`config.mk`:
```
export PLATFORM = sky130hd
export DESIGN_NAME = hga_front
export DESIGN_NICKNAME = d
export VERILOG_FILES = /design/src/hga_pkg.sv /design/src/hga_front.sv
export SDC_FILE = /design/constraint.sdc
export NUM_CORES = 1
export LEC_CHECK = 0
export BUFFER_PORTS_ARGS = -buffer_cell sky130_fd_sc_hd__buf_2
export CORE_ASPECT_RATIO = 0.5
export CORE_MARGIN = 8
export CORE_UTILIZATION = 47
export CTS_BUF_LIST = sky130_fd_sc_hd__clkbuf_2 sky130_fd_sc_hd__clkbuf_4 sky130_fd_sc_hd__clkbuf_8
export DETAILED_ROUTE_END_ITERATION = 6
export GPL_TIMING_DRIVEN = 0
export PLACE_DENSITY = 0.75
export SYNTH_ARGS = -nofsm -noshare
export SYNTH_HDL_FRONTEND = slang
export SYNTH_SLANG_ARGS = --single-unit
```
`constraint.sdc`:
```
create_clock -name clk -period 10.15 [get_ports clk]
set_input_delay 1.015 -clock clk [delete_from_list [all_inputs] [get_ports clk]]
set_output_delay 1.015 -clock clk [all_outputs]
set_load 0.02 [all_outputs]
```
`src/hga_pkg.sv`:
```
`timescale 1ns / 1ps
// Shared types, codes and helpers for the hash group aggregator.
// No dependencies; used by every module under src but hga_ram.
package hga_pkg;

  localparam int unsigned TABLE_DEPTH_DEF = 4096;
  localparam int unsigned QUEUE_DEPTH = 2;
  localparam logic [31:0] HASH_MULT = 32'd2654435761;
  localparam int unsigned CPU_SHIFT = 24;
  localparam int unsigned FLAGS_SHIFT = 12;
  localparam int unsigned SKIP_BIT = 4;

  typedef enum logic [2:0] {
    STAT_NEW      = 3'd0,
    STAT_HIT      = 3'd1,
    STAT_SKIP     = 3'd2,
    STAT_FULL     = 3'd3,
    STAT_RD_USED  = 3'd4,
    STAT_RD_EMPTY = 3'd5
  } hga_status_e;

  typedef enum logic [1:0] {
    CMD_INSERT = 2'd0,
    CMD_SKIP   = 2'd1,
    CMD_READ   = 2'd2
  } hga_kind_e;

  typedef enum logic [1:0] {
    ST_CLEAR = 2'd0,
    ST_IDLE  = 2'd1,
    ST_CHECK = 2'd2
  } hga_state_e;

  // Classified request; home is the unmasked hash, the back end masks it.
  typedef struct packed {
    hga_kind_e   kind;
    logic [63:0] seq;
    logic [31:0] frame;
    logic [31:0] pc;
    logic [31:0] op_sig;
    logic [31:0] raw;
    logic [31:0] value;
    logic [15:0] slot;
    logic [23:0] attrs;
    logic [11:0] read_index;
    logic [31:0] home;
  } hga_cmd_t;

  typedef struct packed {
    logic        used;
    logic [31:0] pc;
    logic [31:0] op_sig;
    logic [23:0] attrs;
    logic [63:0] count;
    logic [63:0] start_seq;
    logic [31:0] start_frame;
    logic [31:0] latest_frame;
    logic [31:0] raw_sample;
    logic [31:0] value_sample;
    logic [15:0] slot_lo;
    logic [15:0] slot_hi;
  } hga_entry_t;

  typedef struct packed {
    hga_status_e status;
    logic [11:0] entry_index;
    logic [31:0] group_pc;
    logic [31:0] group_opcode_hash;
    logic [23:0] group_attrs;
    logic [63:0] group_count;
    logic [63:0] group_first_seq;
    logic [31:0] group_first_frame;
    logic [31:0] group_last_frame;
    logic [31:0] group_sample_raw;
    logic [31:0] group_sample_value;
    logic [31:0] group_slot_span;
  } hga_result_t;

  function automatic hga_result_t make_result(hga_status_e st, logic [11:0] idx,
                                              hga_entry_t e);
    hga_result_t r;
    r.status             = st;
    r.entry_index        = idx;
    r.group_pc           = e.pc;
    r.group_opcode_hash  = e.op_sig;
    r.group_attrs        = e.attrs;
    r.group_count        = e.count;
    r.group_first_seq    = e.start_seq;
    r.group_first_frame  = e.start_frame;
    r.group_last_frame   = e.latest_frame;
    r.group_sample_raw   = e.raw_sample;
    r.group_sample_value = e.value_sample;
    r.group_slot_span    = {e.slot_lo, e.slot_hi};
    return r;
  endfunction

endpackage

```
`src/hga_front.sv`:
```
`timescale 1ns / 1ps
// Front end: takes input transfers, computes the key hash and classifies
// each request before it enters the command queue. Depends on hga_pkg.
module hga_front (
  input  logic              clk,
  input  logic              rst,
  input  logic              hold,
  input  logic              in_valid,
  output logic              in_stall,
  input  logic              req_type,
  input  logic [63:0]       seq,
  input  logic [31:0]       frame,
  input  logic [31:0]       pc,
  input  logic [31:0]       op_sig,
  input  logic [31:0]       raw,
  input  logic [31:0]       value,
  input  logic [15:0]       slot,
  input  logic [7:0]        cpu,
  input  logic [7:0]        flags,
  input  logic [7:0]        width,
  input  logic [11:0]       read_index,
  input  logic              q_full,
  output logic              q_push,
  output hga_pkg::hga_cmd_t q_cmd
);
  import hga_pkg::*;

  logic        f_valid;
  hga_cmd_t    f_cmd;
  logic [31:0] f_prod;
  logic [31:0] prod_c;
  logic        accept;
  hga_kind_e   kind_c;

  assign prod_c   = pc * HASH_MULT;
  assign q_push   = f_valid && !q_full;
  assign in_stall = hold || (f_valid && !q_push);
  assign accept   = in_valid && !in_stall;

  always_comb begin
    if (req_type) begin
      kind_c = CMD_READ;
    end else if (flags[SKIP_BIT]) begin
      kind_c = CMD_SKIP;
    end else begin
      kind_c = CMD_INSERT;
    end
  end

  always_ff @(posedge clk) begin
    if (rst) begin
      f_valid <= 1'b0;
    end else if (accept) begin
      f_valid <= 1'b1;
    end else if (q_push) begin
      f_valid <= 1'b0;
    end
    if (accept) begin
      f_prod           <= prod_c;
      f_cmd.kind       <= kind_c;
      f_cmd.seq        <= seq;
      f_cmd.frame      <= frame;
      f_cmd.pc         <= pc;
      f_cmd.op_sig     <= op_sig;
      f_cmd.raw        <= raw;
      f_cmd.value      <= value;
      f_cmd.slot       <= slot;
      f_cmd.attrs      <= {cpu, flags, width};
      f_cmd.read_index <= read_index;
      f_cmd.home       <= {cpu, 24'd0} ^ {12'd0, flags, 12'd0} ^ {24'd0, width};
    end
  end

  // attrs-derived terms were parked in home; fold in product and opcode hash
  always_comb begin
    q_cmd      = f_cmd;
    q_cmd.home = f_prod ^ f_cmd.op_sig ^ f_cmd.home;
  end

endmodule

```
Word-level counts from Yosys, hierarchy flattened. Cells that the tools add are included.

Output and inout port bits: 312. Logic and storage cells: 29. Flip-flop bits (word level): 343.

Multiplexer cells: 3. Reductions and logical operators: 8. Bitwise logic cells: 4. Multiply operators: 1.

Operators with widths (count): $xor 32x32->32 (2); $mul 32x32->32 const B (1); $xor 32x20->32 (1); $xor 32x8->32 (1); $logic_and 1x1->1 (3); $logic_not 1->1 (3); $mux 1 (3); $reduce_bool 2->1 (1); $logic_or 1x1->1 (1).

Depth between registers and ports, before layout.
Word-level depth: 8. Mapped depth: 26. Depth with buffers taken out: 25.

Least setup slack after synthesis. No wires, ideal clock.

Kind: in2reg. Start point: input q_full. End point: register f_cmd[0] (netlist bit) (enable). Path slack: 1266 ps. Arrival time: 8175 ps. Required time: 9441 ps. Stages on the path: 2. Cell sequence: a21oi_1 and2_1.

Cells in the longest elaborated chain, start to end: 7.

Ends and longest elaborated chain: from (decl) (line hga_front.sv:22) `input logic q_full,`; $logic_not 1->1 (line hga_front.sv:36) `assign q_push = f_valid && !q_full;`; $logic_and 1x1->1 (line hga_front.sv:36); $logic_not 1->1 (line hga_front.sv:37) `assign in_stall = hold || (f_valid && !q_push);`; $logic_and 1x1->1 (line hga_front.sv:37); $logic_or 1x1->1 (line hga_front.sv:37); $logic_not 1->1 (line hga_front.sv:38) `assign accept = in_valid && !in_stall;`; $logic_and 1x1->1 (line hga_front.sv:38); via accept (line hga_front.sv:32) `logic accept;`; to (decl) (line hga_front.sv:29) `hga_cmd_t f_cmd;`.

The timed path passes the listed nets, and every way through them passes these cells. A chain may end at the register's enable or synchronous reset.

Worst setup path after layout.
Start point: input pc[6]. End point: register f_prod[31], data pin.

Cells in the longest elaborated chain, start to end: 1.

Ends and longest elaborated chain: from (decl) (line hga_front.sv:13) `input logic [31:0] pc,`; $mul 32x32->32 (line hga_front.sv:35) `assign prod_c = pc * HASH_MULT;`; via prod_c[31] (line hga_front.sv:31) `logic [31:0] prod_c;`; to (signal assigned) (line hga_front.sv:59) `f_prod <= prod_c;`; to (decl) (line hga_front.sv:30) `logic [31:0] f_prod;`.

The timed path passes the listed nets, and every way through them passes these cells.

==> reports/metrics.cfg <==
[sta]
rsz0062_at_grt = no
relSlewSlack = 0.5262
fin_crit_sh = 0.7332
worst_slack_ns = 2.708
fin_setup_tns_ns = 0
clock-skew-final_ns = 0.02705
max_clock_freq_ghz = 0.1344
hold_violations = 0
fin_crit_ns = 7.442
slew_violations = 0
setup_violations = 0
worst_pin_slew_ns = 0.7047

[floorplanning]
dieWidth_um = 297.5
start_util = 0.4775
dieArea_um2 = 46620
coreArea_um2 = 38990
rows = 51
num_io_pins = 594
die_y_um = 156.7

[place]
port_buffers = 593
dp_slack_ns = 2.166
gp_congestion = 0.9673
hpwl_um = 46020

[yosys]
synth-xor-area-share = 0.05410
syn-num-nets = 1942
synth_top_family_by_area = adder cells
syn_inst = 1269
synth.yosys.seq_area_share = 0.4946
ys_warn_count = 0
synth_area_um2 = 18620
synth_compound_gate_area_share = 0.02440
synthSimpleGateAreaFrac = 0.01008
synth_cell_types = 38
synthTopCellsByArea = edfxtp_1 (49%), fa_1 (22%), ha_1 (13%), inv_1 (7.0%), xnor2_1 (4.4%)
synth.area.mux_share = 0
synthAdderAreaFrac = 0.3450
syn_area_per_cell_um2 = 14.67
synth-seq-cells = 307
synth_top_area_frac = 0.4935
synth.largest_area_cell = edfxtp_1

[clocking]
post_cts_resized = 0
cts_tree = built
clock_sinks = 307
cts_setup_buffers = 0
clock_latency_ns = 0.59
htreeDepth = 2
clockBufferDepth = 3
cts_root_buf = clkbuf_8
cts.hold.buffers_added = 0
path_clk_slew_ns = 0.06
cts_buffers = 45

[cells_and_area]
area_growth_pct = 24.92
layout-drive-gt1-share = 0.3469
final-seq-area_um2 = 9209
final_util = 0.5965
multi_input_area_um2 = 8075
layout_common_cells = buf_2 (593), inv_1 (347), edfxtp_1 (306), fa_1 (204), ha_1 (187)
fillers = 3155
final_common_cell = buf_2
nets = 2586

[detailed_routing]
drt_wl_total_um = 54540
wl_per_cell_um = 21.95
dr.pass1.iters = 5
drc = 0
avgViaCountPerCell = 4.747
drt_iter0_drc = 741
postRouteAntennaNets = 0
vias = 11797

[grt]
grt_max_degree = 78
grtUsageTotal = 0.2294
grt_antenna_before_repair = 14
grt-ovfl-total = 0
grt_pass1_wl_um = 79580
grt_pass1_vias = 12575

[worst_setup_path]
endpoint_kind = register
critPathRequiredTime_ns = 10.46
arrival_ns = 7.75
cp_max_fo = 10
crit_type = in -> reg
start_kind = input port

[flow_run]
cap_violations = 0

[min_path]
worstHoldPathType = reg -> reg

[outcome]
status = finished, final reports clean

-- per-layer routing --
metal | share of wire | up-vias | global-route usage
li1 | - | 5407 | -
met2 | 0.50 | 442 | 0.3957
met5 | 0.00077 | - | 0
met4 | 0.023 | 8 | 0.05534
met3 | 0.096 | 98 | 0.08081
met1 | 0.38 | 5842 | 0.2759
-- sequential cells by signal, summed over array words and instances, names as in the netlist --
name / flops
q_cmd: 254
f_valid: 1
f_cmd: 24
f_prod: 28
-- Yosys cell counts --
cell and count:
a211o_1 1, a211oi_1 4, a21o_1 11, a21oi_1 18, a311oi_4 1, a31o_1 1, a31oi_1 4, a41o_1 1
a41oi_1 1, and2_1 1, and3_1 1, buf_4 4, clkbuf_1 1, dfxtp_1 1, edfxtp_1 306, fa_1 204
ha_1 187, inv_1 347, nand2_1 11, nand2b_1 2, nand3_1 3, nand4_1 2, nor2_1 10, nor2b_1 4
nor3_1 2, o211a_1 1, o211ai_1 2, o211ai_2 1, o21a_1 3, o21ai_0 11, o21ai_1 1, o221a_4 1
o31a_1 1, o31ai_1 2, or3_1 2, or3b_2 1, xnor2_1 94, xor2_1 21
-- kinds of logic after synthesis --
family | Yosys count
adder cells (fa/ha/maj) | 391
buffers and inverters | 352
flip-flops | 307
XOR/XNOR | 115
AO/OA/AOI/OAI | 65
AND/OR/NAND/NOR | 39
-- final timing paths --
| kind | start | endpoint | slack [ns] | cells past startpoint |
|---|---|---|---|---|
| worst min-delay path | f_valid$_SDFFE_PP0P_ | f_valid$_SDFFE_PP0P_ | 0.53 | 2 |
| worst max-delay path | pc[6] | f_prod[31]$_DFFE_PP_ | 2.71 | 26 |
| worst max register to register | f_valid$_SDFFE_PP0P_ | q_cmd[209]$_DFFE_PP_ | 8.07 | 4 |
| worst min register to register | f_valid$_SDFFE_PP0P_ | f_valid$_SDFFE_PP0P_ | 0.53 | 2 |
-- stage by stage --
stage | hold WS, ns | instance area (um2) | std cells
2_1_floorplan | 0.4710 | 18620 | 1269
3_3_place_gp | 0.4918 | 22250 | 2392
3_5_place_dp | 0.5077 | 22360 | 2396
4_1_cts | 0.5260 | 23230 | 2476
5_1_grt | 0.5492 | 23240 | 2477
6_report | 0.5335 | 23260 | 2485
-- critical path: stages --
cell and delay (ns):
buf_2 0.29, inv_1 0.20, fa_1 0.51, inv_1 0.05
fa_1 0.37, fa_1 0.49, inv_1 0.06, fa_1 0.48
inv_1 0.05, fa_1 0.50, inv_1 0.05, fa_1 0.53
inv_1 0.05, fa_1 0.47, inv_1 0.05, fa_1 0.47
inv_1 0.04, ha_1 0.26, clkbuf_1 0.23, a21oi_1 0.23
o21ai_0 0.18, a311oi_4 0.38, o211ai_2 0.17, a41o_1 0.30
a31oi_1 0.21, xnor2_1 0.10
-- cell type report --
class                   instances  area share
diodes                          9   0.0009684
plain buffers                   5    0.001453
clock buffers                  58     0.03083
clock inverters                22    0.006725
inverters                     347     0.05600
multi-input cells             610      0.3472
flip-flops and latches        307      0.3960
well taps                     530     0.02851
repair buffers                597      0.1323
Power is not shown: default switching activity piles up to over one toggle a cycle in this logic, so the estimate is an artifact.
