==> config.mk <==
export PLATFORM = sky130hd
export DESIGN_NAME = hga_fifo
export DESIGN_NICKNAME = d
export VERILOG_FILES = /design/src/hga_pkg.sv /design/src/hga_fifo.sv
export SDC_FILE = /design/constraint.sdc
export NUM_CORES = 1
export LEC_CHECK = 0
export BUFFER_PORTS_ARGS = -buffer_cell sky130_fd_sc_hd__buf_2
export CORE_AREA = 2 2 243 245
export DETAILED_ROUTE_END_ITERATION = 7
export DIE_AREA = 0 0 245 247
export GPL_TIMING_DRIVEN = 0
export SLEW_MARGIN = 10
export SYNTH_ARGS = -nofsm -noshare
export SYNTH_HDL_FRONTEND = slang
export SYNTH_SLANG_ARGS = --single-unit
==> constraint.sdc <==
create_clock -name clk -period 37.9 [get_ports clk]
set_clock_uncertainty 0.2 [all_clocks]
set_input_delay 3.79 -clock clk [delete_from_list [all_inputs] [get_ports clk]]
set_output_delay 3.79 -clock clk [all_outputs]
set_load 0.01 [all_outputs]
==> src/hga_pkg.sv <==
`timescale 1ns / 1ps
// Shared types, codes and helpers for the hash group aggregator.
// No dependencies; used by every module under src but hga_ram.
package hga_pkg;

  localparam int unsigned TABLE_DEPTH_DEF = 4096;
  localparam int unsigned QUEUE_DEPTH = 2;
  localparam logic [31:0] HASH_MULT = 32'd2654435761;
  localparam int unsigned CPU_SHIFT = 24;
  localparam int unsigned FLAGS_SHIFT = 12;
  localparam int unsigned SKIP_BIT = 4;

  typedef enum logic [2:0] {
    STAT_NEW      = 3'd0,
    STAT_HIT      = 3'd1,
    STAT_SKIP     = 3'd2,
    STAT_FULL     = 3'd3,
    STAT_RD_USED  = 3'd4,
    STAT_RD_EMPTY = 3'd5
  } hga_status_e;

  typedef enum logic [1:0] {
    CMD_INSERT = 2'd0,
    CMD_SKIP   = 2'd1,
    CMD_READ   = 2'd2
  } hga_kind_e;

  typedef enum logic [1:0] {
    ST_CLEAR = 2'd0,
    ST_IDLE  = 2'd1,
    ST_CHECK = 2'd2
  } hga_state_e;

  // Classified request; home is the unmasked hash, the back end masks it.
  typedef struct packed {
    hga_kind_e   kind;
    logic [63:0] seq;
    logic [31:0] frame;
    logic [31:0] pc;
    logic [31:0] op_sig;
    logic [31:0] raw;
    logic [31:0] value;
    logic [15:0] slot;
    logic [23:0] attrs;
    logic [11:0] read_index;
    logic [31:0] home;
  } hga_cmd_t;

  typedef struct packed {
    logic        used;
    logic [31:0] pc;
    logic [31:0] op_sig;
    logic [23:0] attrs;
    logic [63:0] count;
    logic [63:0] start_seq;
    logic [31:0] start_frame;
    logic [31:0] latest_frame;
    logic [31:0] raw_sample;
    logic [31:0] value_sample;
    logic [15:0] slot_lo;
    logic [15:0] slot_hi;
  } hga_entry_t;

  typedef struct packed {
    hga_status_e status;
    logic [11:0] entry_index;
    logic [31:0] group_pc;
    logic [31:0] group_opcode_hash;
    logic [23:0] group_attrs;
    logic [63:0] group_count;
    logic [63:0] group_first_seq;
    logic [31:0] group_first_frame;
    logic [31:0] group_last_frame;
    logic [31:0] group_sample_raw;
    logic [31:0] group_sample_value;
    logic [31:0] group_slot_span;
  } hga_result_t;

  function automatic hga_result_t make_result(hga_status_e st, logic [11:0] idx,
                                              hga_entry_t e);
    hga_result_t r;
    r.status             = st;
    r.entry_index        = idx;
    r.group_pc           = e.pc;
    r.group_opcode_hash  = e.op_sig;
    r.group_attrs        = e.attrs;
    r.group_count        = e.count;
    r.group_first_seq    = e.start_seq;
    r.group_first_frame  = e.start_frame;
    r.group_last_frame   = e.latest_frame;
    r.group_sample_raw   = e.raw_sample;
    r.group_sample_value = e.value_sample;
    r.group_slot_span    = {e.slot_lo, e.slot_hi};
    return r;
  endfunction

endpackage

==> src/hga_fifo.sv <==
`timescale 1ns / 1ps
// Short command queue between front and back end.
// Depends on hga_pkg.
module hga_fifo (
  input  logic              clk,
  input  logic              rst,
  input  logic              push,
  input  hga_pkg::hga_cmd_t push_cmd,
  input  logic              pop,
  output hga_pkg::hga_cmd_t head,
  output logic              empty,
  output logic              full
);
  import hga_pkg::*;

  localparam int unsigned PW = (QUEUE_DEPTH > 1) ? $clog2(QUEUE_DEPTH) : 1;

  hga_cmd_t            slots [QUEUE_DEPTH];
  logic [PW-1:0]       wr_ptr;
  logic [PW-1:0]       rd_ptr;
  logic [PW:0]         count;

  assign empty = (count == '0);
  assign full  = (count == (PW+1)'(QUEUE_DEPTH));
  assign head  = slots[rd_ptr];

  always_ff @(posedge clk) begin
    if (rst) begin
      wr_ptr <= '0;
      rd_ptr <= '0;
      count  <= '0;
    end else begin
      if (push) begin
        wr_ptr <= (wr_ptr == PW'(QUEUE_DEPTH - 1)) ? '0 : wr_ptr + 1'b1;
      end
      if (pop) begin
        rd_ptr <= (rd_ptr == PW'(QUEUE_DEPTH - 1)) ? '0 : rd_ptr + 1'b1;
      end
      case ({push, pop})
        2'b10:   count <= count + 1'b1;
        2'b01:   count <= count - 1'b1;
        default: count <= count;
      endcase
    end
    if (push) begin
      slots[wr_ptr] <= push_cmd;
    end
  end

`ifndef SYNTH
  a_no_overflow: assert property (@(posedge clk) disable iff (rst) full |-> !push)
    else $error("command queue overflow");
  a_no_underflow: assert property (@(posedge clk) disable iff (rst) empty |-> !pop)
    else $error("command queue underflow");
  a_count_step: assert property (@(posedge clk) disable iff (rst)
    (push && !pop) |=> (count == $past(count) + 1'b1))
    else $error("queue count did not follow push");
`endif

endmodule

# --- After elaboration in Yosys (flattened, before gate mapping) ---
# Memories as Yosys holds them, arrays and structs flattened. A register that Yosys moved wholly into a read port is not among the register bits.
# Index checks and enable logic that the tools add are counted.
word_totals:
  regBits: 4
  ram_bits: 620
  inputBits: 314
  output_inout_bits: 312
  memories: 1
mem_list:
  columns: ["name", "depth", "word_bits", "rd", "rd_clocked_by_memory_dff", "write_ports", "line_no", "rtl"]
  rows:
  - ["slots", 2, 310, 1, 1, 1, "hga_fifo.sv:18", "hga_cmd_t slots [QUEUE_DEPTH];"]
op_classes:
  add_sub_neg: 4
  n_eq_ne: 3
  mux: 7
  n_reduce_logical: 2
op_table:
  columns: ["operator", "n"]
  rows:
  - ["2-to-1 mux 1 bit", 6]
  - ["equality test 2 bit, second input constant", 2]
  - ["case mux 2 bit (2 select lines)", 1]
  - ["adder 1 bit, second input constant", 2]
  - ["adder 2 x 1 -> 2 bit, second input constant", 1]
  - ["equality test 2 x 1 -> 1 bit, second input constant", 1]
  - ["zero test 2 bit", 1]
  - ["nonzero test 2 bit", 1]
  - ["subtractor 2 x 1 -> 2 bit, second input constant", 1]

# --- Depth between registers and ports, before layout ---
# Gate-level depths: netlist of the first run.
logic_depth:
  word_depth: 4
  depth_mapped: 5
  depth_no_buf: 5

# --- Least setup slack after synthesis of the first run ---
# Ideal clock, no wire load.
synth_timing:
  kind: "input port to flip-flop"
  startpoint: "input push"
  endpoint: "memory slots[0][0] (netlist name) (enable)"
  setup_time_ps: 997
  t_arrival_ps: 16820
  required_ps: 36703
  path_slack_ps: 19883
  stages: 2
  n_path_buf: 0
  cell_sequence: "inv_1 -> nor2_1"
synth_between:
  elab_chain_len: 2
synth_lines:
  columns: ["item", "line_no", "rtl"]
  rows:
  - ["start: declaration", "hga_fifo.sv:7", "input logic push,"]
  - ["2-to-1 mux 1 bit", "hga_fifo.sv:45", "if (push) begin"]
  - ["2-to-1 mux 1 bit (not written as such)", "hga_fifo.sv:46", "slots[wr_ptr] <= push_cmd;"]
  - ["end: declaration", "hga_fifo.sv:18", null]
# No other way between the ends.

==> impl_results.html, run 1 <==
<table>
<tr><th>Metric</th><th>Value</th></tr>
<tr><th colspan="2">Run status</th></tr>
<tr><td>Run status</td><td>completed</td></tr>
<tr><th colspan="2">STA</th></tr>
<tr><td>Final setup violating endpoints</td><td>0</td></tr>
<tr><td>Post-route minimum period</td><td>6.039 ns</td></tr>
<tr><td>Final hold violation count</td><td>0</td></tr>
<tr><td>Unrepaired setup endpoints after global routing</td><td>false</td></tr>
<tr><td>Remaining max-slew budget at the tightest pin</td><td>0.4724</td></tr>
<tr><td>Final cycle utilization of the critical path</td><td>0.1593</td></tr>
<tr><td>Fin. max-slew vios</td><td>0</td></tr>
<tr><td>Achievable Freq</td><td>165.6 MHz</td></tr>
<tr><td>Worst Tran Pin Value</td><td>0.7914 ns</td></tr>
<tr><td>Setup TNS</td><td>0 ns</td></tr>
<tr><th colspan="2">Min path</th></tr>
<tr><td>Path class of the lowest-slack min-delay path</td><td>reg2reg</td></tr>
<tr><th colspan="2">Placement</th></tr>
<tr><td>Weighted congestion reported at the end of routability-driven placement</td><td>0.7878</td></tr>
<tr><td>Area after detailed placement</td><td>27,290 µm²</td></tr>
<tr><td>I/O Buffers</td><td>625</td></tr>
<tr><td>Count of placed standard cells including taps</td><td>2,404</td></tr>
<tr><td>HPWL after DPL</td><td>38.65 mm</td></tr>
<tr><th colspan="2">Final layout</th></tr>
<tr><td>Post-route cell area</td><td>29,380 µm²</td></tr>
<tr><td>Synthesis-to-layout area growth</td><td>29.48%</td></tr>
<tr><td>Filler Cell Count</td><td>4,845</td></tr>
<tr><td>Post-layout nets</td><td>2,015</td></tr>
<tr><td>Share of post-route cells with drive strength above 1</td><td>0.6201</td></tr>
<tr><td>Non-filler instance count after layout</td><td>2,537</td></tr>
<tr><th colspan="2">Global routing</th></tr>
<tr><td>First-pass GRT wire length</td><td>75.85 mm</td></tr>
<tr><td>GRT Util Overall</td><td>0.1697</td></tr>
<tr><td>Number of global-route vias before repair</td><td>12.32k</td></tr>
<tr><td>Global route overflow</td><td>0</td></tr>
<tr><td>Initial antenna violation count</td><td>22</td></tr>
<tr><td>Maximum number of pins on one net before global-route repair</td><td>58</td></tr>
<tr><th colspan="2">Floorplanning</th></tr>
<tr><td>Initial cell density of the core</td><td>0.3896</td></tr>
<tr><td>Vertical die dimension</td><td>247 µm</td></tr>
<tr><td>Core Area</td><td>58,240 µm²</td></tr>
<tr><td>Die Area</td><td>60,520 µm²</td></tr>
<tr><td>Number of placement rows</td><td>89</td></tr>
<tr><td># IOs</td><td>626</td></tr>
<tr><td>Die boundary width</td><td>245 µm</td></tr>
<tr><th colspan="2">Clock network</th></tr>
<tr><td>Total clock buffers created by CTS</td><td>67</td></tr>
<tr><td>Number of post-CTS setup repair buffers</td><td>0</td></tr>
<tr><td>CTS Hold Buffers Added</td><td>0</td></tr>
<tr><td>Clock tree from TritonCTS</td><td>done</td></tr>
<tr><td>Root buf cell</td><td>clkbuf_16</td></tr>
<tr><td>Clk sink count</td><td>625</td></tr>
<tr><td>Insertion delay of the later-clocked pin in the worst-skew pair</td><td>0.58 ns</td></tr>
<tr><td>Max H-tree Level</td><td>3</td></tr>
<tr><td>Maximum clock insertion buffer count</td><td>3</td></tr>
<tr><td>Worst-path clk slew</td><td>0.07 ns</td></tr>
<tr><td>Resized Gates After CTS</td><td>0</td></tr>
<tr><th colspan="2">Drt</th></tr>
<tr><td>Wl on met1</td><td>19.34 mm</td></tr>
<tr><td>Detail-routed net length per standard cell</td><td>20.94 µm</td></tr>
<tr><td>Overall routed net length</td><td>53.12 mm</td></tr>
<tr><td>Met3 layer wire length in the routed design</td><td>4.319 mm</td></tr>
<tr><td>Met2 wirelength from detailed routing</td><td>28.03 mm</td></tr>
<tr><td>Via-per-instance ratio</td><td>4.639</td></tr>
<tr><td>Via count</td><td>11.77k</td></tr>
<tr><td>Number of iterations in the first detailed-routing pass</td><td>4</td></tr>
<tr><td>Number of remaining DRC errors</td><td>0</td></tr>
<tr><td>Post-route ant nets</td><td>0</td></tr>
<tr><td>Top routing layer in use</td><td>met5</td></tr>
<tr><td>Iteration-0 DRC count of the detailed router</td><td>475</td></tr>
<tr><th colspan="2">Setup path</th></tr>
<tr><td>Highest net fanout along the worst path</td><td>10</td></tr>
<tr><td>Startpoint types</td><td>flip-flop</td></tr>
<tr><td>WP data arrival</td><td>2.05 ns</td></tr>
<tr><td>Register-to-register path setup slack</td><td>35.23 ns</td></tr>
<tr><td>Critical path required time</td><td>33.91 ns</td></tr>
<tr><td>Type of the setup path with the least slack</td><td>reg2out</td></tr>
<tr><td>Worst Setup End Kind</td><td>output pin</td></tr>
<tr><th colspan="2">Synthesis</th></tr>
<tr><td>Most used DFF post-synth</td><td>edfxtp_1</td></tr>
<tr><td>Netlist Area Pre-Place</td><td>22,690 µm²</td></tr>
<tr><td>Number of nets in the synthesized netlist</td><td>1,301</td></tr>
<tr><td>Proportion of register bits with asynchronous set or reset after synthesis</td><td>0</td></tr>
<tr><td>Area share of the largest cell type after synthesis</td><td>0.8205</td></tr>
<tr><td>Proportion of synthesized chip area in sequential cells</td><td>0.8249</td></tr>
<tr><td>#FFs+latches synth</td><td>625</td></tr>
<tr><td>Library cells used by synthesis</td><td>15</td></tr>
<tr><td>Most area-hungry cell type in the Yosys netlist</td><td>edfxtp_1</td></tr>
<tr><td>Yosys warnings</td><td>0</td></tr>
<tr><td>Post-synth EDFFs</td><td>620</td></tr>
<tr><td>Synth top area cells</td><td>edfxtp_1 (82%), mux2_2 (15%), buf_6 (1.6%)</td></tr>
<tr><td>Gate count after technology mapping</td><td>986</td></tr>
<tr><td>Synth Area per Inst</td><td>23.01 µm²</td></tr>
<tr><th colspan="2">Power</th></tr>
<tr><td>Lkg Pwr</td><td>10.95 nW</td></tr>
<tr><td>Worst vdd ir</td><td>0.00003761 V</td></tr>
<tr><td>Power Dens Cells</td><td>54.81 nW/µm²</td></tr>
<tr><th colspan="2">Flow run</th></tr>
<tr><td>Maxcap violations</td><td>0</td></tr>
</table>
-- metrics by stage --
| step | power (mW) | setup WS [ns] | utilization | hold slack, ns |
|---|---|---|---|---|
| 2_1_floorplan | 0.9420 | 19.88 | - | 0.2614 |
| 3_3_place_gp | 1.035 | 12.01 | 0.4599 | 0.2832 |
| 3_5_place_dp | 1.020 | 31.73 | 0.4685 | 0.2896 |
| 4_1_cts | 1.633 | 31.78 | 0.5038 | 0.2985 |
| 5_1_grt | 1.672 | 31.79 | 0.5044 | 0.3464 |
| 6_report | 1.610 | 31.86 | 0.5045 | 0.2972 |
-- metal layers --
metal | track usage | vias up
met5 | 0 | -
met4 | 0.07730 | 12
met3 | 0.05871 | 91
met2 | 0.2950 | 403
met1 | 0.1872 | 5854
li1 | - | 5408
-- synthesized netlist by cell type (3+ instances only) --
cell	n
edfxtp_1	620
mux2_2	310
buf_6	33
nor2_1	6
dfxtp_1	5
xnor2_1	3
-- critical path: stages, from the launching register on --
cell	delay, ns
dfxtp_1	0.40
buf_6	0.29
buf_6	0.21
mux2_2	0.37
buf_2	0.16
-- logic make-up after synthesis --
kind of cell	share of synthesized area
flip-flops	0.8249
AND/OR/NAND/NOR	0.001930
AO/OA/AOI/OAI	0.0004407
buffers and inverters	0.01676
XOR/XNOR	0.001544
adder cells (fa/ha/maj)	0.0005513
multiplexers	0.1538
-- cell usage in the layout, fill, tap and decap left out, types with 5 or more instances in the layout --
cell type  count
dfxtp_1        5
mux2_2       310
clkbuf_16     68
buf_2        626
buf_16        12
edfxtp_1     620
buf_6         33
clkbuf_1      13
clkinv_2      11
clkinv_1      12
buf_12         8
diode_2       16
nor2_1         5
-- cell type report --
type                    instances  area [µm²]  share of cell area
diodes                         16       40.04            0.001363
clock inverters                35       289.0            0.009838
multi-input cells             326        3602              0.1226
inverters                       1       3.754           0.0001278
flip-flops and latches        625       18720              0.6371
plain buffers                  34       376.6             0.01282
well taps                     773       967.2             0.03292
repair buffers                645        3618              0.1232
clock buffers                  82        1764             0.06005
-- sequential cells by signal, summed over array words and instances, names as in the netlist, named ones only --
| register | cells |
|---|---|
| count | 2 |
| rd_ptr | 1 |
| wr_ptr | 1 |
| slots | 620 |
-- path summary, 6_finish.rpt --
path | start | to | cells after the start
min | count[1]$_SDFFE_PP0P_ | count[1]$_SDFFE_PP0P_ | 2
max reg2reg | wr_ptr$_SDFFE_PP0P_ | slots[1][30]$_DFFE_PP_ | 4
max | flip-flop | head[26] | 4
min reg2reg | count[1]$_SDFFE_PP0P_ | count[1]$_SDFFE_PP0P_ | 2
-- report_power, final --
group / switching (mW) / leakage, nW / internal, mW / total [mW]
registers: 0.00846 / 5.86 / 0.807 / 0.816
logic: 0.0988 / 4.09 / 0.0866 / 0.185
clock network: 0.256 / 1.00 / 0.353 / 0.609
Note: power is estimated with default switching activity, not from simulation.
==> run 2: changes to the inputs <==
--- a/config.mk
+++ b/config.mk
@@ -6,9 +6,9 @@
 export NUM_CORES = 1
 export LEC_CHECK = 0
 export BUFFER_PORTS_ARGS = -buffer_cell sky130_fd_sc_hd__buf_2
-export CORE_AREA = 2 2 243 245
+export CORE_AREA = 2 2 244 246
 export DETAILED_ROUTE_END_ITERATION = 7
-export DIE_AREA = 0 0 245 247
+export DIE_AREA = 0 0 246 248
 export GPL_TIMING_DRIVEN = 0
 export SLEW_MARGIN = 10
 export SYNTH_ARGS = -nofsm -noshare
==> constraint.sdc (replaced) <==
create_clock -name clk -period 5.5 [get_ports clk]
set_clock_uncertainty 0.2 [all_clocks]
set_input_delay 0.55 -clock clk [delete_from_list [all_inputs] [get_ports clk]]
set_output_delay 0.55 -clock clk [all_outputs]
set_load 0.01 [all_outputs]
==> run 2 against run 1 <==
  * Combinational power grew to 7.9 times the previous value
  * Clock-buffer cell count shrank 1
  * Total power grew to 7.1 times the previous value
  * Setup slack got worse by 29 ns
  * Die area rose by 0.81%
  * Global-route usage up 0.45 points
  * Non-clock buffer count is 308 higher
  * Core utilization is 5.0 points higher
==> impl_results.html, run 2 (synthesized netlist as in run 1, its figures left out) <==
<table>
<tr><th>Metric</th><th>Value</th></tr>
<tr><th colspan="2">Drt</th></tr>
<tr><td>Iteration-0 DRC count of the detailed router</td><td>628 (+32%)</td></tr>
<tr><td>Detail-routed net length per standard cell</td><td>19.49 µm (-6.9%)</td></tr>
<tr><td>Post-route ant nets</td><td>0 (unchanged)</td></tr>
<tr><td>Overall routed net length</td><td>55.21 mm (+3.9%)</td></tr>
<tr><td>Number of iterations in the first detailed-routing pass</td><td>6 (+2)</td></tr>
<tr><td>Via-per-instance ratio</td><td>4.570 (-1.5%)</td></tr>
<tr><td>Via count</td><td>12.95k (+10%)</td></tr>
<tr><td>Number of remaining DRC errors</td><td>0 (unchanged)</td></tr>
<tr><th colspan="2">STA</th></tr>
<tr><td>Final setup violating endpoints</td><td>0 (unchanged)</td></tr>
<tr><td>Final cycle utilization of the critical path</td><td>0.5006</td></tr>
<tr><td>Achievable Freq</td><td>363.2 MHz</td></tr>
<tr><td>Worst Tran Pin Value</td><td>0.7835 ns (-0.007885 ns)</td></tr>
<tr><td>Remaining max-slew budget at the tightest pin</td><td>0.4764 (+0.004017)</td></tr>
<tr><td>Unrepaired setup endpoints after global routing</td><td>false</td></tr>
<tr><td>Final hold violation count</td><td>0 (unchanged)</td></tr>
<tr><td>Setup TNS</td><td>0 ns (unchanged)</td></tr>
<tr><td>Post-route minimum period</td><td>2.753 ns</td></tr>
<tr><td>Fin. max-slew vios</td><td>0 (unchanged)</td></tr>
<tr><td>Post-route worst setup slack</td><td>2.747 ns (-29.11 ns)</td></tr>
<tr><th colspan="2">Clock network</th></tr>
<tr><td>Insertion delay of the later-clocked pin in the worst-skew pair</td><td>0.57 ns (about the same)</td></tr>
<tr><td>Root buf cell</td><td>clkbuf_16</td></tr>
<tr><td>Number of post-CTS setup repair buffers</td><td>0 (unchanged)</td></tr>
<tr><td>Clk sink count</td><td>625 (unchanged)</td></tr>
<tr><td>Worst-path clk slew</td><td>0.05 ns (-0.02 ns)</td></tr>
<tr><td>Total clock buffers created by CTS</td><td>66 (-1.5%)</td></tr>
<tr><td>Max H-tree Level</td><td>3 (unchanged)</td></tr>
<tr><td>Clock tree from TritonCTS</td><td>done</td></tr>
<tr><td>Maximum clock insertion buffer count</td><td>3 (unchanged)</td></tr>
<tr><th colspan="2">Setup path</th></tr>
<tr><td>Worst Setup End Kind</td><td>output pin</td></tr>
<tr><td>Startpoint types</td><td>flip-flop</td></tr>
<tr><td>Register-to-Register Path Depth</td><td>4 (unchanged)</td></tr>
<tr><td>Highest net fanout along the worst path</td><td>10 (unchanged)</td></tr>
<tr><td>Type of the setup path with the least slack</td><td>reg2out</td></tr>
<tr><td>Critical path required time</td><td>4.75 ns (-29.16 ns)</td></tr>
<tr><td>WP data arrival</td><td>2.00 ns (-0.05 ns)</td></tr>
<tr><th colspan="2">Final layout</th></tr>
<tr><td>Commonest cells after routing, fill and taps aside</td><td>buf_2 (626), edfxtp_1 (620), dlygate4sd3_1 (311)</td></tr>
<tr><td>Most common cell after layout, fill and taps aside</td><td>buf_2</td></tr>
<tr><td>Largest Register</td><td>slots</td></tr>
<tr><td>Post-layout nets</td><td>2,322 (+15%)</td></tr>
<tr><td>Share of post-route cells with drive strength above 1</td><td>0.5255 (-0.09464)</td></tr>
<tr><td>Post-route cell area</td><td>32,410 µm² (+10%)</td></tr>
<tr><td>Util after Layout</td><td>0.5543 (+0.04987)</td></tr>
<tr><td>Largest registers</td><td>slots x620, count x2</td></tr>
<tr><td>Synthesis-to-layout area growth</td><td>42.82%</td></tr>
<tr><td>Max reg flops</td><td>620 (unchanged)</td></tr>
<tr><td>Filler Cell Count</td><td>4,568 (-5.7%)</td></tr>
<tr><th colspan="2">Power</th></tr>
<tr><td>Power Dens Cells</td><td>350.3 nW/µm² (+540%)</td></tr>
<tr><td>Overall Power</td><td>11.35 mW (+610%)</td></tr>
<tr><td>Lkg Pwr</td><td>12.23 nW (+12%)</td></tr>
<tr><td>Worst vdd ir</td><td>0.0002779 V (+640%)</td></tr>
<tr><th colspan="2">Placement</th></tr>
<tr><td>I/O Buffers</td><td>625 (unchanged)</td></tr>
<tr><td>Weighted congestion reported at the end of routability-driven placement</td><td>0.7729 (-1.9%)</td></tr>
<tr><td>Worst-case setup slack after placement</td><td>2.450 ns (-29.28 ns)</td></tr>
<tr><td>Area after detailed placement</td><td>27,200 µm² (-0.31%)</td></tr>
<tr><td>HPWL after DPL</td><td>37.36 mm (-3.3%)</td></tr>
<tr><th colspan="2">Global routing</th></tr>
<tr><td>First-pass GRT wire length</td><td>80.10 mm (+5.6%)</td></tr>
<tr><td>Maximum number of pins on one net before global-route repair</td><td>57 (-1.7%)</td></tr>
<tr><td>Global route overflow</td><td>0 (unchanged)</td></tr>
<tr><td>GRT Util Overall</td><td>0.1742 (+0.004514)</td></tr>
<tr><td>Number of global-route vias before repair</td><td>13.85k (+12%)</td></tr>
<tr><td>Initial antenna violation count</td><td>4 (-82%)</td></tr>
<tr><th colspan="2">Floorplanning</th></tr>
<tr><td>Initial cell density of the core</td><td>0.3881 (-0.001484)</td></tr>
<tr><td>Number of placement rows</td><td>89 (unchanged)</td></tr>
<tr><td>Die boundary width</td><td>246 µm (+0.41%)</td></tr>
<tr><td>Vertical die dimension</td><td>248 µm (+0.40%)</td></tr>
<tr><td># IOs</td><td>626 (unchanged)</td></tr>
<tr><td>Core Area</td><td>58,460 µm² (+0.38%)</td></tr>
<tr><td>Die Area</td><td>61,010 µm² (+0.81%)</td></tr>
<tr><th colspan="2">Run status</th></tr>
<tr><td>Run status</td><td>completed</td></tr>
<tr><th colspan="2">Min path</th></tr>
<tr><td>Path class of the lowest-slack min-delay path</td><td>in2reg</td></tr>
<tr><td>Cell depth of the worst hold path</td><td>3 (+1)</td></tr>
<tr><th colspan="2">Flow run</th></tr>
<tr><td>Maxcap violations</td><td>0 (unchanged)</td></tr>
</table>
[run 2: cell types whose count changed in the layout (fill, tap and decap cells not counted), sizes merged]
cell / before / now
bufinv: 3 / 5
clkbuf: 82 / 81
diode: 16 / 1
buf: 679 / 676
clkinv: 26 / 32
clkinvlp: 2 / 0
dlygate4sd3: 0 / 311
inv: 5 / 3
[run 2: stage by stage]
| stage | std cells | hold slack (ns) |
|---|---|---|
| 6_report | 2833 | 0.06738 |
| 5_1_grt | 2833 | 0.09524 |
| 4_1_cts | 2832 | 0.01835 |
| 3_5_place_dp | 2401 | 0.2989 |
| 3_3_place_gp | 2384 | 0.2811 |
| 2_1_floorplan | 986 | 0.2614 |
[run 2: layout make-up]
type | count | area (µm²) | area share
multi-input cells | 326 | 3602 | 0.1112
well taps | 773 | 967.2 | 0.02984
clock inverters | 39 | 361.6 | 0.01116
clock buffers | 81 | 1729 | 0.05336
repair buffers | 953 | 6634 | 0.2047
plain buffers | 34 | 376.6 | 0.01162
diodes | 1 | 2.502 | 0.00007722
flip-flops and latches | 625 | 18720 | 0.5776
inverters | 1 | 16.27 | 0.0005019
[run 2: path summary, 6_finish.rpt]
check	from	end	slack [ns]
max	flip-flop	head[29]	2.75
min reg2reg	rd_ptr$_SDFFE_PP0P_	rd_ptr$_SDFFE_PP0P_	0.31
min	pop	rd_ptr$_SDFFE_PP0P_	0.07
max reg2reg	wr_ptr$_SDFFE_PP0P_	slots[1][182]$_DFFE_PP_	2.85
[run 2: what timing repair did]
action / in CTS / in global routing
hold buffers: 311 / 0
endpoints found under the hold margin: 625 / 0
setup endpoints to repair: 0 / 0
resized for setup: 0 / 0
[run 2: worst max-delay path, cell delays in order (launching register included)]
cell and delay, ns:
dfxtp_1 0.41, buf_6 0.29, buf_6 0.21, mux2_2 0.35, buf_2 0.16
[run 2: report_power, final]
group	leakage, nW	internal (mW)	switching (mW)
Clock	1.03	2.49	1.78
Sequential	5.86	5.56	0.0593
Combinational	5.35	0.730	0.726
[run 2: layer usage]
metal | GRT usage | vias up | wire length [µm]
met5 | 0 | - | 40
met3 | 0.05471 | 109 | 4199
met1 | 0.1953 | 6375 | 20920
met4 | 0.07344 | 6 | 1811
met2 | 0.3062 | 461 | 28250
li1 | - | 5997 | -
==> run 3: changes to the inputs <==
--- a/config.mk
+++ b/config.mk
@@ -5,10 +5,11 @@
 export SDC_FILE = /design/constraint.sdc
 export NUM_CORES = 1
 export LEC_CHECK = 0
+export ABC_AREA = 1
 export BUFFER_PORTS_ARGS = -buffer_cell sky130_fd_sc_hd__buf_2
-export CORE_AREA = 2 2 244 246
+export CORE_AREA = 2 2 246 248
 export DETAILED_ROUTE_END_ITERATION = 7
-export DIE_AREA = 0 0 246 248
+export DIE_AREA = 0 0 248 250
 export GPL_TIMING_DRIVEN = 0
 export SLEW_MARGIN = 10
 export SYNTH_ARGS = -nofsm -noshare
==> constraint.sdc (replaced) <==
create_clock -name clk -period 2.8 [get_ports clk]
set_clock_uncertainty 0.2 [all_clocks]
set_input_delay 0.28 -clock clk [delete_from_list [all_inputs] [get_ports clk]]
set_output_delay 0.28 -clock clk [all_outputs]
set_load 0.01 [all_outputs]
==> run 3 against run 2 <==
  * Combinational power up 90%
  * Total power up 96%
  * Sequential cell count unchanged
  * First-iteration DRC count up 0.96%
  * Routed wire length up 1.4%
  * Register-to-register slack worse by 2.5 ns
  * Clock-buffer cell count up 8
  * Synthesized area about the same
==> impl_results.html, run 3 <==
<table>
<tr><th>Metric</th><th>Value</th></tr>
<tr><th colspan="2">Final layout</th></tr>
<tr><td>Post-route cell area</td><td>32,710 µm² (+0.92%)</td></tr>
<tr><td>Share of post-route cells with drive strength above 1</td><td>0.5233 (-0.002236)</td></tr>
<tr><td>Post-layout nets</td><td>2,348 (+1.1%)</td></tr>
<tr><td>Commonest cells after routing, fill and taps aside</td><td>buf_2 (626), edfxtp_1 (620), dlygate4sd3_1 (314)</td></tr>
<tr><td>Synthesis-to-layout area growth</td><td>44.01%</td></tr>
<tr><td>Most common cell after layout, fill and taps aside</td><td>buf_2</td></tr>
<tr><td>Util after Layout</td><td>0.5490 (-0.005306)</td></tr>
<tr><td>Largest registers</td><td>slots x620, count x2</td></tr>
<tr><td>Max reg flops</td><td>620 (unchanged)</td></tr>
<tr><td>Largest Register</td><td>slots</td></tr>
<tr><th colspan="2">Placement</th></tr>
<tr><td>HPWL after DPL</td><td>38.78 mm (+3.8%)</td></tr>
<tr><td>I/O Buffers</td><td>625 (unchanged)</td></tr>
<tr><td>Worst-case setup slack after placement</td><td>0.03921 ns (-2.411 ns)</td></tr>
<tr><td>Area after detailed placement</td><td>27,420 µm² (+0.80%)</td></tr>
<tr><td>Weighted congestion reported at the end of routability-driven placement</td><td>0.7981 (+3.3%)</td></tr>
<tr><th colspan="2">Synthesis</th></tr>
<tr><td>Simple-Gate Fraction of Synth Area</td><td>0.002975 (+0.001045)</td></tr>
<tr><td>Synth Area per Inst</td><td>22.78 µm² (-1.0%)</td></tr>
<tr><td>Arithmetic-cell share of the synthesized area counting full adders, half adders and majority gates</td><td>0.0005509 (about the same)</td></tr>
<tr><td>Post-synth EDFFs</td><td>620 (unchanged)</td></tr>
<tr><td>Synth top area cells</td><td>edfxtp_1 (82%), mux2_2 (15%), buf_6 (1.6%)</td></tr>
<tr><td>Yosys warnings</td><td>0 (unchanged)</td></tr>
<tr><td>Number of nets in the synthesized netlist</td><td>1,312 (+0.85%)</td></tr>
<tr><td>Most frequent cells after synthesis</td><td>edfxtp_1 (620), mux2_2 (310), buf_6 (33), nor2_1 (10), inv_1 (7)</td></tr>
<tr><td>Xor and xnor fraction of the mapped netlist area</td><td>0.0003857 (-0.001158)</td></tr>
<tr><td>Netlist Area Pre-Place</td><td>22,710 µm² (about the same)</td></tr>
<tr><td>#FFs+latches synth</td><td>625 (unchanged)</td></tr>
<tr><td>Gate count after technology mapping</td><td>997 (+1.1%)</td></tr>
<tr><td>Proportion of register bits with asynchronous set or reset after synthesis</td><td>0 (unchanged)</td></tr>
<tr><td>Most area-hungry cell type in the Yosys netlist</td><td>edfxtp_1</td></tr>
<tr><td>Synth Area in Compound Gates</td><td>0.0004407 (about the same)</td></tr>
<tr><td>Dominant combinational cell family by area after synthesis</td><td>multiplexers</td></tr>
<tr><td>Portion of netlist area occupied by mux cells</td><td>0.1537 (about the same)</td></tr>
<tr><td>Proportion of synthesized chip area in sequential cells</td><td>0.8242 (about the same)</td></tr>
<tr><td>Cell with the most instances after synthesis</td><td>edfxtp_1</td></tr>
<tr><td>Library cells used by synthesis</td><td>14 (-1)</td></tr>
<tr><td>Most used DFF post-synth</td><td>edfxtp_1</td></tr>
<tr><td>Area share of the largest cell type after synthesis</td><td>0.8198 (about the same)</td></tr>
<tr><th colspan="2">Floorplanning</th></tr>
<tr><td>Vertical die dimension</td><td>250 µm (+0.81%)</td></tr>
<tr><td>Number of placement rows</td><td>90 (+1.1%)</td></tr>
<tr><td>Core Area</td><td>59,570 µm² (+1.9%)</td></tr>
<tr><td>Die boundary width</td><td>248 µm (+0.81%)</td></tr>
<tr><td>Die Area</td><td>62,000 µm² (+1.6%)</td></tr>
<tr><td># IOs</td><td>626 (unchanged)</td></tr>
<tr><td>Initial cell density of the core</td><td>0.3812 (-0.006879)</td></tr>
<tr><th colspan="2">STA</th></tr>
<tr><td>Unrepaired setup endpoints after global routing</td><td>false</td></tr>
<tr><td>Final cycle utilization of the critical path</td><td>0.9080</td></tr>
<tr><td>Final hold violation count</td><td>0 (unchanged)</td></tr>
<tr><td>Fin. max-slew vios</td><td>0 (unchanged)</td></tr>
<tr><td>Worst Tran Pin Value</td><td>0.6153 ns (-0.1682 ns)</td></tr>
<tr><td>Post-route worst setup slack</td><td>0.2575 ns (-2.489 ns)</td></tr>
<tr><td>Remaining max-slew budget at the tightest pin</td><td>0.5889 (+0.1125)</td></tr>
<tr><td>Final setup violating endpoints</td><td>0 (unchanged)</td></tr>
<tr><td>Post-route minimum period</td><td>2.542 ns</td></tr>
<tr><td>Achievable Freq</td><td>393.3 MHz</td></tr>
<tr><th colspan="2">Drt</th></tr>
<tr><td>Iteration-0 DRC count of the detailed router</td><td>634 (+0.96%)</td></tr>
<tr><td>Via-per-instance ratio</td><td>4.600 (+0.65%)</td></tr>
<tr><td>Overall routed net length</td><td>55.97 mm (+1.4%)</td></tr>
<tr><td>Number of remaining DRC errors</td><td>0 (unchanged)</td></tr>
<tr><td>Post-route ant nets</td><td>0 (unchanged)</td></tr>
<tr><td>Number of iterations in the first detailed-routing pass</td><td>4 (-2)</td></tr>
<tr><td>Via count</td><td>13.20k (+2.0%)</td></tr>
<tr><td>Detail-routed net length per standard cell</td><td>19.50 µm (about the same)</td></tr>
<tr><th colspan="2">Setup path</th></tr>
<tr><td>Startpoint types</td><td>flip-flop</td></tr>
<tr><td>Register-to-Register Path Depth</td><td>6 (+2)</td></tr>
<tr><td>Cell mode on critical path</td><td>buf_6</td></tr>
<tr><td>End of the worst register-to-register path</td><td>slots[1][89]$_DFFE_PP_</td></tr>
<tr><td>Largest stage delay, worst path</td><td>0.40 ns (about the same)</td></tr>
<tr><td>Worst-path cell with the longest stage delay</td><td>dfxtp_1</td></tr>
<tr><td>Highest net fanout along the worst path</td><td>10 (unchanged)</td></tr>
<tr><td>Reg-to-reg startpoint</td><td>wr_ptr$_SDFFE_PP0P_</td></tr>
<tr><td>CP Cell Sequence</td><td>buf_6 -&gt; buf_6 -&gt; mux2_2 -&gt; buf_2</td></tr>
<tr><td>Type of the setup path with the least slack</td><td>reg2out</td></tr>
<tr><td>Register-to-register path setup slack</td><td>0.37 ns (-2.48 ns)</td></tr>
<tr><td>Critical path required time</td><td>2.32 ns (-2.43 ns)</td></tr>
<tr><td>WP data arrival</td><td>2.06 ns (+0.06 ns)</td></tr>
<tr><td>Worst Setup End Kind</td><td>output pin</td></tr>
<tr><th colspan="2">Power</th></tr>
<tr><td>Overall Power</td><td>22.20 mW (+96%)</td></tr>
<tr><td>Worst vdd ir</td><td>0.0005886 V (+110%)</td></tr>
<tr><td>Power Dens Cells</td><td>678.9 nW/µm² (+94%)</td></tr>
<tr><td>Lkg Pwr</td><td>12.37 nW (+1.1%)</td></tr>
<tr><th colspan="2">Clock network</th></tr>
<tr><td>Insertion delay of the later-clocked pin in the worst-skew pair</td><td>0.58 ns (about the same)</td></tr>
<tr><td>Maximum clock insertion buffer count</td><td>3 (unchanged)</td></tr>
<tr><td>Max H-tree Level</td><td>3 (unchanged)</td></tr>
<tr><td>Clk sink count</td><td>625 (unchanged)</td></tr>
<tr><td>Clock tree from TritonCTS</td><td>done</td></tr>
<tr><td>Worst-path clk slew</td><td>0.06 ns (about the same)</td></tr>
<tr><td>Root buf cell</td><td>clkbuf_16</td></tr>
<tr><td>Total clock buffers created by CTS</td><td>67 (+1.5%)</td></tr>
<tr><th colspan="2">Global routing</th></tr>
<tr><td>GRT Util Overall</td><td>0.1742 (about the same)</td></tr>
<tr><td>Maximum number of pins on one net before global-route repair</td><td>37 (-35%)</td></tr>
<tr><td>Global route overflow</td><td>0 (unchanged)</td></tr>
<tr><td>First-pass GRT wire length</td><td>81.23 mm (+1.4%)</td></tr>
<tr><td>Number of global-route vias before repair</td><td>14.38k (+3.8%)</td></tr>
<tr><td>Initial antenna violation count</td><td>6 (+2)</td></tr>
<tr><th colspan="2">Min path</th></tr>
<tr><td>Path class of the lowest-slack min-delay path</td><td>in2reg</td></tr>
<tr><td>Hold Path Sink</td><td>slots[0][255]$_DFFE_PP_</td></tr>
<tr><td>Min-Delay Startpoint</td><td>push_cmd[255]</td></tr>
<tr><td>Cell depth of the worst hold path</td><td>2 (-1)</td></tr>
<tr><th colspan="2">Flow run</th></tr>
<tr><td>Maxcap violations</td><td>0 (unchanged)</td></tr>
<tr><th colspan="2">Run status</th></tr>
<tr><td>Run status</td><td>completed</td></tr>
</table>
run 3: cell types whose count changed after synthesis, sizes merged:
| cell | delta |
|---|---|
| nand2 | +5 |
| nor3 | +1 |
| and2 | -1 |
| xor2 | -1 |
| inv | +6 |
| nor2 | +4 |
| nand4 | +1 |
| and2b | -1 |
| xnor2 | -2 |
| or3 | -1 |
run 3: where the power goes:
part / switching [mW] / total, mW / leakage, nW / internal [mW]
combinational: 1.36 / 2.77 / 5.48 / 1.41
clock: 3.51 / 8.48 / 1.03 / 4.97
sequential: 0.104 / 10.9 / 5.86 / 10.8
run 3: timing repair:
item | in CTS | in global routing
gates resized for setup | 0 | 0
hold buffers | 314 | 0
setup endpoints to repair | 0 | 21
setup buffers | 0 | 3
hold endpoints to repair | 639 | 0
run 3: area by class of cell:
class	instances	area, µm²
fill	4674	26860
sequential	625	18720
timing repair buffer	967	6877
multi-input combinational	331	3600
clock buffer	89	1823
tap	782	978.4
buffer	34	376.6
clock inverter	32	291.5
inverter	7	32.53
antenna	3	7.507
run 3: kinds of logic after synthesis:
family / Yosys count
AOI/OAI and AO/OA: 2
xor gates and xnor gates: 1
adders and majority gates: 1
buffers and inverters: 41
DFF: 625
muxes: 310
and+or+nand+nor: 17
run 3: routing by layer:
layer  track usage  part of all wire  up-vias
met5             0           0.00073        -
met4       0.07630             0.035        6
met3       0.05119             0.072      129
met2        0.3050              0.51      470
met1        0.1954              0.38     6522
li1              -                 -     6075
run 3: worst max-delay path by stage:
stage                   startpoint                 endpoint  slack (ns)  cells after the start
2_1_floorplan  wr_ptr$_SDFFE_PP0P_    slots[1][0]$_DFFE_PP_       -2.84                      2
3_3_place_gp                  push  slots[1][216]$_DFFE_PP_       -5.91                      3
3_5_place_dp                  push  slots[0][214]$_DFFE_PP_        0.04                      9
4_1_cts                       push  slots[0][233]$_DFFE_PP_         0.1                     10
5_1_grt                  flip-flop                head[233]        0.19                      4
6_report                 flip-flop                head[233]        0.26                      4
run 3: critical path, delay by kind of cell, from the launching register on:
family	cells	cell delay, ns
buf+inv	3	0.67
flops	1	0.40
mux	1	0.40
run 3: metrics by stage:
step                      setup TNS [ns]  hold WS, ns  instances
after floorplan                 -1723.99       0.1518        997
after CTS                              0       0.1637       2864
after global routing                   0       0.1866       2870
final                                  0       0.2016       2870
after detailed placement               0       0.2707       2429
after global placement          -3532.80       0.2672       2404
